## src/rtl/qrm_pkg.sv

```systemverilog
package qrm_pkg;

    localparam int FRAC_BITS = 14;
    localparam int NL        = 9;                // matrix entries
    localparam int IW        = 16;               // input component width
    localparam int PW        = 2 * IW;           // product width
    localparam int SW        = PW + 3;           // signed numerator width
    localparam int MW        = PW + 2;           // magnitude / remainder width
    localparam int QW        = FRAC_BITS + 2;    // quotient bits, one extra for rounding
    localparam int OW        = 16;               // output entry width
    localparam int EW        = (FRAC_BITS + 3 > OW + 1) ? FRAC_BITS + 3 : OW + 1;
    localparam int DIV_STEPS = FRAC_BITS + 1;    // steps after the integer bit

    typedef logic signed [OW-1:0] entry_t;

    typedef struct packed {
        logic [NL-1:0]          neg;
        logic [NL-1:0][MW-1:0]  rem;
        logic [NL-1:0][QW-1:0]  quo;
        logic [MW-1:0]          norm;
        logic                   degen;
    } div_t;

    function automatic entry_t sat_entry(input logic signed [EW-1:0] v);
        logic signed [EW-1:0] one_v;
        logic signed [EW-1:0] hi;
        logic signed [EW-1:0] lo;
        logic signed [EW-1:0] t;
        one_v = signed'(EW'(1)) <<< FRAC_BITS;
        hi    = signed'(EW'(32767));
        lo    = -signed'(EW'(32768));
        t     = v;
        if (t > one_v)
        begin
            t = one_v;
        end
        if (t < -one_v)
        begin
            t = -one_v;
        end
        if (t > hi)
        begin
            t = hi;
        end
        if (t < lo)
        begin
            t = lo;
        end
        return t[OW-1:0];
    endfunction

    localparam entry_t IDENT_ONE = sat_entry(signed'(EW'(1)) <<< FRAC_BITS);

endpackage

```

## src/rtl/qrm_back.sv

```systemverilog
module qrm_back
    import qrm_pkg::*;
(
    input  logic   clk,
    input  logic   rst_n,
    input  logic   en,
    input  logic   in_valid,
    input  div_t   in_data,
    output logic   out_valid,
    output entry_t ent [NL],
    output logic   degen
);

    entry_t            ent_reg [NL];
    entry_t            ent_next [NL];
    logic              degen_reg;
    logic              v_reg;
    logic [QW-1:0]     qr [NL];
    logic signed [EW-1:0] sv [NL];

    // round half away: quotient carries one extra bit, add one and drop it
    always_comb
    begin
        for (int i = 0; i < NL; i++)
        begin
            qr[i] = (in_data.quo[i] + QW'(1)) >> 1;
            sv[i] = in_data.neg[i] ? -signed'(EW'(qr[i])) : signed'(EW'(qr[i]));
            if (in_data.degen)
            begin
                ent_next[i] = (i == 0 || i == 4 || i == 8) ? IDENT_ONE : '0;
            end
            else
            begin
                ent_next[i] = sat_entry(sv[i]);
            end
        end
    end

    always_ff @(posedge clk)
    begin
        if (en)
        begin
            ent_reg   <= ent_next;
            degen_reg <= in_data.degen;
        end
    end

    always_ff @(posedge clk or negedge rst_n)
    begin
        if (!rst_n)
        begin
            v_reg <= 1'b0;
        end
        else if (en)
        begin
            v_reg <= in_valid;
        end
    end

    assign out_valid = v_reg;
    assign ent       = ent_reg;
    assign degen     = degen_reg;

endmodule

```

## config.mk

```make
export PLATFORM = sky130hd
export DESIGN_NAME = qrm_back
export DESIGN_NICKNAME = d
export VERILOG_FILES = /design/src/rtl/qrm_pkg.sv /design/src/rtl/qrm_back.sv
export SDC_FILE = /design/constraint.sdc
export NUM_CORES = 1
export LEC_CHECK = 0
export ABC_CLOCK_PERIOD_IN_PS = 990
export BUFFER_PORTS_ARGS = -buffer_cell sky130_fd_sc_hd__buf_2
export CORE_AREA = 5 5 246 248
export CTS_CLUSTER_SIZE = 40
export DETAILED_ROUTE_END_ITERATION = 10
export DIE_AREA = 0 0 251 253
export PLACE_DENSITY = 0.48
export REMOVE_ABC_BUFFERS = 1
export SYNTH_ARGS = -nofsm -noshare
export SYNTH_HDL_FRONTEND = slang
export SYNTH_SLANG_ARGS = --single-unit
export TNS_END_PERCENT = 5
```

## constraint.sdc

```tcl
create_clock -name clk -period 0.99 [get_ports clk]
set_input_delay 0.0495 -clock clk [delete_from_list [all_inputs] [get_ports clk]]
set_output_delay 0.0495 -clock clk [all_outputs]
set_load 0.02 [all_outputs]
```

; ---- Word-level counts from Yosys, hierarchy flattened
; Cells that the tools add are included.
[classes]
n_reduce_logical = 9
order_cmp = 36
muxes = 72
addsub = 18
[ops]
columns = op, n
row1 = $mux W17, 63
row2 = $gt A17 B16 Y1 const B, 18
row3 = $lt A17 B15 Y1 const B, 9
row4 = $lt A17 B16 Y1 const B, 9
row5 = $neg A15 Y17, 9
row6 = $add A16 B1 Y16 const B, 9
row7 = $mux W16, 9
row8 = $reduce_or A2 Y1, 9
[totals]
input_bits = 498
out_inout_bits = 146
register_bits = 146
wordCells = 155

; ---- Longest topological paths before layout
; Gate-level depths: netlist of run 1.
[logic_depth]
ltp_word = 14
depth_mapped = 13
mapped_depth_nobuf = 12

; ---- Least setup slack after synthesis of run 1
; Ideal clock, no wire load.
[synth_path]
path_type = input -> register
from = input in_data[147] in the netlist's numbering
to = register ent_reg (netlist bit ent[26]) (data pin)
path_slack_ns = -1.920
required_ns = 0.851
n_path_buf = 1
arrival_time_ns = 2.771
cell_stages = 11
cell_sequence = ha_1 -> buf_2 -> or4_1 -> o31ai_1 -> a21bo_2 -> or4b_1 -> nand3_1 -> xor2_1 -> or4_1 -> o31a_1 -> nor2_1
[synth_via]
elab_chain_len = 14
[synth_lines]
columns = item, line_no
row1 = "start, declared", qrm_back.sv:8  ; input div_t in_data,
row2 = $add A16 B1 Y16 *, qrm_back.sv:26  ; qr[i] = (in_data.quo[i] + QW'(1)) >> 1;
row3 = $neg A15 Y17, qrm_back.sv:27  ; sv[i] = in_data.neg[i] ? -signed'(EW'(qr[i])) : signed'(EW'(qr[i]));
row4 = $mux W17 *, qrm_back.sv:27
row5 = $gt A17 B16 Y1, qrm_pkg.sv:33  ; if (t > one_v)
row6 = $mux W17 *, qrm_pkg.sv:33
row7 = $mux W17 *, qrm_back.sv:28  ; if (in_data.degen)
row8 = $lt A17 B15 Y1, qrm_pkg.sv:37  ; if (t < -one_v)
row9 = $mux W17 *, qrm_pkg.sv:37
row10 = $mux W17 *, qrm_back.sv:28
row11 = $gt A17 B16 Y1, qrm_pkg.sv:41  ; if (t > hi)
row12 = $mux W17 *, qrm_pkg.sv:41
row13 = $mux W17 *, qrm_back.sv:28
row14 = $lt A17 B16 Y1, qrm_pkg.sv:45  ; if (t < lo)
row15 = $reduce_or A2 Y1 (no line), --
row16 = "end signal, assigned", qrm_back.sv:43  ; ent_reg <= ent_next;
row17 = "end, declared", qrm_back.sv:14  ; entry_t ent_reg [NL];
; Mark *: on every way between the ends. The rest lies on a longest branch, timed or not. The select of a mux whose other input is x is not followed.
; A chain may end at the register's enable or synchronous reset.

; ---- Worst setup path in the final report of run 1
[layout_path]
from = input in_data[147] in the netlist's numbering
to = register ent_reg (netlist bit ent[16]) (data pin)
; The elaborated chain is that of the path after synthesis.

==> results of run 1 <==
[metrics by stage]
| stage | TNS (ns) | hold slack, ns | instances |
|---|---|---|---|
| 5_1_grt | -188.31 | -0.0749 | 3242 |
| 2_1_floorplan | -222.95 | -0.246 | 1494 |
| 6_report | -166.50 | -0.0535 | 3244 |
| 4_1_cts | -171.88 | -0.0943 | 3228 |
| 3_5_place_dp | -255.10 | -0.172 | 3171 |
| 3_3_place_gp | -250.40 | -0.176 | 3171 |
[tightest hold or removal path, cell delays in order]
cell     delay (ns)
buf_2          0.11
xor2_2         0.10
nand3_1        0.07
[routing by layer]
layer / GRT usage [%] / wire length (µm) / vias up
met5: 0 / 106 / -
met4: 4.91 / 1030 / 20
met3: 4.16 / 2840 / 73
met2: 26.5 / 25600 / 314
met1: 18.5 / 21800 / 7041
li1: - / - / 7570
[area by class of cell]
type                       count  area (µm²)
timing repair buffer         939        6780
tap                          773         967
antenna                        6        15.0
clock inverter                15         169
fill                        5906       35600
inverter                      36         135
multi-input combinational   1312        9760
sequential                   146        4380
clock buffer                  17         425
[power by group]
group	internal [mW]	switching, mW
clock	3.76	2.96
sequential	7.38	0.204
combinational	3.77	4.11
total	14.9	7.27
[cell usage after synthesis (all sizes together) (47+ instances only)]
cell type  number  area [µm²]
nand4          51         347
xor2           63         552
nor3           72         365
clkbuf         67         282
a21oi          47         250
nand3          77         405
nand2         150         579
o21ai          73         365
xnor2         179        1580
nor2          184         716
edfxtp        145        4350
[cell families (layout without fill, tap and decap cells)]
| family | count (synthesis) | in the layout | share of synthesized area [%] |
|---|---|---|---|
| fa+ha+maj | 18 | 18 | 1.67 |
| buf+inv | 130 | 1007 | 4.27 |
| compound gates | 304 | 304 | 16.0 |
| xor+xnor | 242 | 242 | 15.8 |
| flops | 146 | 146 | 32.4 |
| simple gates | 728 | 728 | 28.3 |
| mux | 20 | 20 | 1.57 |
| other cells | 0 | 6 | 0 |
[repair_timing]
item / in CTS / in global routing
buffers inserted: 21 / 8
gates cloned: 0 / 2
hold endpoints to repair: 9 / 1
pin swaps: 50 / 63
endpoints found under the setup margin: 290 / 290
gates resized for setup: 157 / 179
[path summary, 6_finish.rpt]
kind                               from  cells after the start  slack (ns)         to
min in group asynchronous         rst_n                      3        0.40  out_valid
setup reg to reg              out_valid                      1        0.25  out_valid
hold / removal             in_data[178]                      3       -0.05    ent[14]
hold reg to reg               out_valid                      1        0.51  out_valid
setup / recovery           in_data[147]                     11       -1.53    ent[16]
max in group asynchronous         rst_n                      3        0.49  out_valid
==> impl_metrics.csv, run 1 <==
group,metric,value,unit
synthesis,synth_ff_type,"edfxtp_1",
global_routing,grt_pass1_vias,14800,
final_layout,final_cell_mix,"607 x buf_4, 263 x buf_2, 162 x xnor2_1",
worst_setup_path,cpLargestDelayFamily,"simple AND/OR/NAND/NOR gates",
global_routing,antenna_found_initial,19,
global_routing,grt_usage,15.3,%
timing,slew_headroom,69.3,%
routing,via_per_inst,4.63,
routing,num_vias,15000,
final_layout,fin_nets,2968,
routing,drc,0,
timing,hold_slack,-0.0535,ns
floorplan,die_area,63500,µm²
worst_setup_path,arrival,2.85,ns
clock_network,clk_pin_slew,0.07,ns
timing,fmax,397,MHz
global_routing,grt_max_degree,59,
placed_design,place_hpwl,42000,µm
timing,hold_viol_final,1,
final_layout,finish.utilization,38.9,%
timing,rsz0062_at_grt,"yes",
timing,worst_pin_slew,0.449,ns
worst_setup_path,cp_max_fo,8,
routing,wl,51400,µm
placed_design,dp_slack,-2.15,ns
floorplan,initial_utilization,23.2,%
flow_run,cap_viol_max_count,0,
min_path,holdCritPathClass,"input port to register",
timing,setup_ws,-1.53,ns
routing,first_pass_iters,5,
worst_setup_path,slowest_delay,0.52,ns
timing,slew_violations,0,
clock_network,root_buffer,"clkbuf_16",
placed_design,placed_cell_area,20200,µm²
worst_setup_path,cp_num_buf_inv,1,
final_layout,final_common_cell,"buf_4",
clock_network,clock_latency,0.48,ns
placed_design,finalWeightedCongestion,0.902,
run_status,failed_checks,"hold timing, setup timing",
synthesis,async_flop_share,0.685,%
synthesis,synth-seq-area-share,32.4,%
power_and_ir_drop,p_leak,9.24,nW
synthesis,syn_avg_cell_area,8.50,µm²
synthesis,ys_types,99,
power_and_ir_drop,ir_worst_vdd,1390,µV
final_layout,final_area,22600,µm²
clock_network,cts_buffers,17,
worst_setup_path,required,1.32,ns
routing,ant_nets,0,
global_routing,grt_pass1_wl,78500,µm
floorplan,die_h,253,µm
worst_setup_path,end_kind,"register",
floorplan,die_x,251,µm
floorplan,rows,89,
final_layout,largest_reg_flops,144,
clock_network,cts_buffer_depth,2,
synthesis,synth_edf_count,145,
clock_network,cts_tree,"yes",
final_layout,drive_above_1_share,49.1,%
routing,drtIter0Drc,671,
synthesis,synth_warnings,0,
timing,min_period_over_period,255,%
clock_network,hold_buffers,4,
timing,skew,0,ns
floorplan,core-area,58200,µm²
worst_setup_path,cp_slowest_cell,"or4_4",
clock_network,cts.sinks,146,
clock_network,h-tree-depth,4,
routing,wl_per_cell,15.9,µm
worst_setup_path,path_cells,"buf_8, ha_4, or4_4, o31ai_4, a21bo_2, or4b_4, nand3_4, xor2_2, or4_1, o31a_1, nor2_1",
placed_design,numPortBuffers,303,
timing,fin_crit,2.52,ns
power_and_ir_drop,p_per_area,980,nW/µm²
power_and_ir_drop,power,22.2,mW
synthesis,netlist_area,13500,µm²
worst_setup_path,crit_type,"input port to register",
worst_setup_path,cp-start-kind,"input port",
global_routing,grt_remaining_overflow,0,
run_status,outcome,"complete, but fails checks",
floorplan,ioPinCount,644,
synthesis,syn_inst,1588,
timing,final-setup-viol-count,290,
synthesis,synth-seq-cells,146,
final_layout,syn_to_final_growth,67.7,%
Note: power is estimated with default switching activity, not from simulation.
==> inputs of run 2 (changes only) <==
--- a/config.mk
+++ b/config.mk
@@ -5,12 +5,13 @@
 export SDC_FILE = /design/constraint.sdc
 export NUM_CORES = 1
 export LEC_CHECK = 0
-export ABC_CLOCK_PERIOD_IN_PS = 990
+export ABC_CLOCK_PERIOD_IN_PS = 2600
 export BUFFER_PORTS_ARGS = -buffer_cell sky130_fd_sc_hd__buf_2
 export CORE_AREA = 5 5 246 248
 export CTS_CLUSTER_SIZE = 40
 export DETAILED_ROUTE_END_ITERATION = 10
 export DIE_AREA = 0 0 251 253
+export MAX_ROUTING_LAYER = met4
 export PLACE_DENSITY = 0.48
 export REMOVE_ABC_BUFFERS = 1
 export SYNTH_ARGS = -nofsm -noshare
==> constraint.sdc (replaced) <==
create_clock -name clk -period 2.6 [get_ports clk]
set_input_delay 0.13 -clock clk [delete_from_list [all_inputs] [get_ports clk]]
set_output_delay 0.13 -clock clk [all_outputs]
set_load 0.02 [all_outputs]
==> run 2 against run 1 <==
Against the previous run:
- the flow now finishes without violations
- sequential share of layout area rose by 2.8 points
- first-iteration DRC count fell by 2.8%
- worst setup slack improved by 1.6 ns
- clock skew did not move
- count of clock-buffer cells in the layout did not move
- critical path type unchanged
- worst hold slack improved by 0.12 ns
- critical path depth did not move
- sequential cell count did not move
- register-to-register slack improved by 1.6 ns
- critical endpoint is now ent[19]
- sequential power fell by 62%
- clock power fell by 60%
- utilization fell by 4.9 points
==> impl_metrics.csv, run 2 (synthesis gave the netlist of run 1 again) <==
group,metric,value,unit
timing,slew_headroom,64.1,%
worst_setup_path,cp_max_fo,8,
global_routing,grt_pass1_wl,75700,µm
power_and_ir_drop,p_leak,7.87,nW
routing,drtIter0Drc,652,
floorplan,die_x,251,µm
timing,skew,0,ns
timing,final-setup-viol-count,0,
placed_design,numPortBuffers,303,
timing,finalSetupTns,0,ns
power_and_ir_drop,power,8.10,mW
global_routing,antenna_found_initial,17,
routing,met2_length,23700,µm
placed_design,dp_slack,-0.564,ns
floorplan,die_h,253,µm
timing,min_period_over_period,99.2,%
timing,rsz0062_at_grt,"yes",
timing,worst_pin_slew,0.537,ns
routing,top_layer_used,"met4",
final_layout,largest_reg_flops,144,
floorplan,core-area,58200,µm²
worst_setup_path,required,2.93,ns
global_routing,grt_pass1_vias,14000,
run_status,outcome,"complete, no violations",
worst_setup_path,end_kind,"register",
final_layout,syn_to_final_growth,46.6,%
final_layout,n_fill_cell,6081,
worst_setup_path,cp_slowest_cell,"or4_4",
worst_setup_path,cp-start-kind,"input port",
power_and_ir_drop,p_per_area,410,nW/µm²
timing,slew_violations,0,
clock_network,cts_buffer_depth,2,
min_path,holdCritPathClass,"input port to register",
routing,drt-met1-wl,21300,µm
final_layout,drive_above_1_share,38.6,%
clock_network,clk_pin_slew,0.06,ns
clock_network,root_buffer,"clkbuf_16",
routing,num_vias,14200,
clock_network,clock_latency,0.48,ns
floorplan,initial_utilization,23.2,%
global_routing,grt_usage,15.3,%
floorplan,rows,89,
placed_design,finalWeightedCongestion,0.898,
routing,route.met3.wl,2990,µm
routing,wl,48900,µm
routing,drc,0,
clock_network,cts.sinks,146,
final_layout,final_cell_mix,"421 x buf_4, 298 x buf_2, 175 x xnor2_1",
worst_setup_path,slowest_delay,0.52,ns
power_and_ir_drop,ir_worst_vdd,530,µV
global_routing,grt_remaining_overflow,0,
routing,first_pass_iters,5,
timing,setup_ws,0.0217,ns
worst_setup_path,crit_type,"input port to register",
timing,fmax,388,MHz
clock_network,h-tree-depth,4,
worst_setup_path,arrival,2.91,ns
flow_run,cap_viol_max_count,0,
clock_network,cts_buffers,17,
clock_network,cts_tree,"yes",
final_layout,fin_nets,2763,
placed_design,place_hpwl,40200,µm
global_routing,grt_max_degree,56,
timing,hold_viol_final,0,
final_layout,final_common_cell,"buf_4",
timing,fin_crit,2.58,ns
floorplan,ioPinCount,644,
routing,via_per_inst,4.65,
routing,wl_per_cell,16.0,µm
routing,ant_nets,0,
worst_setup_path,path_cells,"buf_2, ha_4, or4_4, o31ai_4, a21bo_2, or4b_1, nand3_1, xor2_1, or4_1, o31a_1, nor2_1",
floorplan,die_area,63500,µm²
[run 2: cell count changes in the layout (fill, tap and decap cells not counted), moves of 11 or more]
cell	previous run	this run
buf_2	263	298
xnor2_1	162	175
nor2_1	150	171
nor3_1	55	68
xnor2_2	15	4
buf_6	44	1
buf_4	607	421
nor2_4	15	0
[run 2: metrics by stage]
| stage | instance area [µm²] | hold slack, ns | instances | utilization (%) |
|---|---|---|---|---|
| floorplan | 13100 | -0.166 | 1494 | - |
| global placement | 18800 | -0.0947 | 2991 | 32.3 |
| detailed placement | 18800 | -0.0941 | 2991 | 32.3 |
| CTS | 19500 | 0.0437 | 3030 | 33.5 |
| global route | 19800 | 0.0546 | 3049 | 34.0 |
| finish | 19800 | 0.0692 | 3049 | 34.0 |
[run 2: where the power goes]
| group | internal [mW] | switching (mW) |
|---|---|---|
| combinational | 1.11 | 1.42 |
| sequential | 2.81 | 0.0635 |
| clock | 1.54 | 1.17 |
| total | 5.45 | 2.65 |
[run 2: path summary, 6_finish.rpt]
check	from	endpoint	slack (ns)	cells past startpoint
worst min-delay path	en	ent[49]	0.07	1
worst max register to register	out_valid	out_valid	1.86	1
min in group asynchronous	rst_n	out_valid	0.47	3
worst max-delay path	in_data[147]	ent[19]	0.02	11
worst min register to register	out_valid	out_valid	0.52	1
max in group asynchronous	rst_n	out_valid	2.03	3
[run 2: final cells by class]
class	instances	area [µm²]	share of cell area (%)
antenna	16	40.0	0.202
clock buffer	17	425	2.15
clock inverter	15	195	0.987
inverter	36	135	0.683
multi-input combinational	1312	8770	44.3
sequential	146	4380	22.1
tap	773	967	4.89
timing repair buffer	734	4870	24.6
[run 2: worst max-delay path, delay by kind of cell]
| kind | cells | cell delay, ns |
|---|---|---|
| AOI/OAI and AO/OA | 3 | 0.71 |
| xor gates and xnor gates | 1 | 0.09 |
| adders and majority gates | 1 | 0.24 |
| buffers and inverters | 1 | 0.13 |
| and+or+nand+nor | 5 | 1.60 |
[run 2: metal layers]
metal | vias up | track usage (%)
met1 | 6622 | 18.1
met2 | 314 | 25.1
met4 | 0 | 4.52
met3 | 58 | 4.69
li1 | 7197 | -
met5 | - | -
[run 2: what timing repair did]
item / 4_1_cts / 5_1_grt
hold endpoints to repair: 3 / 0
setup buffers: 3 / 3
hold buffers: 4 / 0
setup endpoints to repair: 6 / 62
pin swaps: 7 / 18
resized for setup: 5 / 45
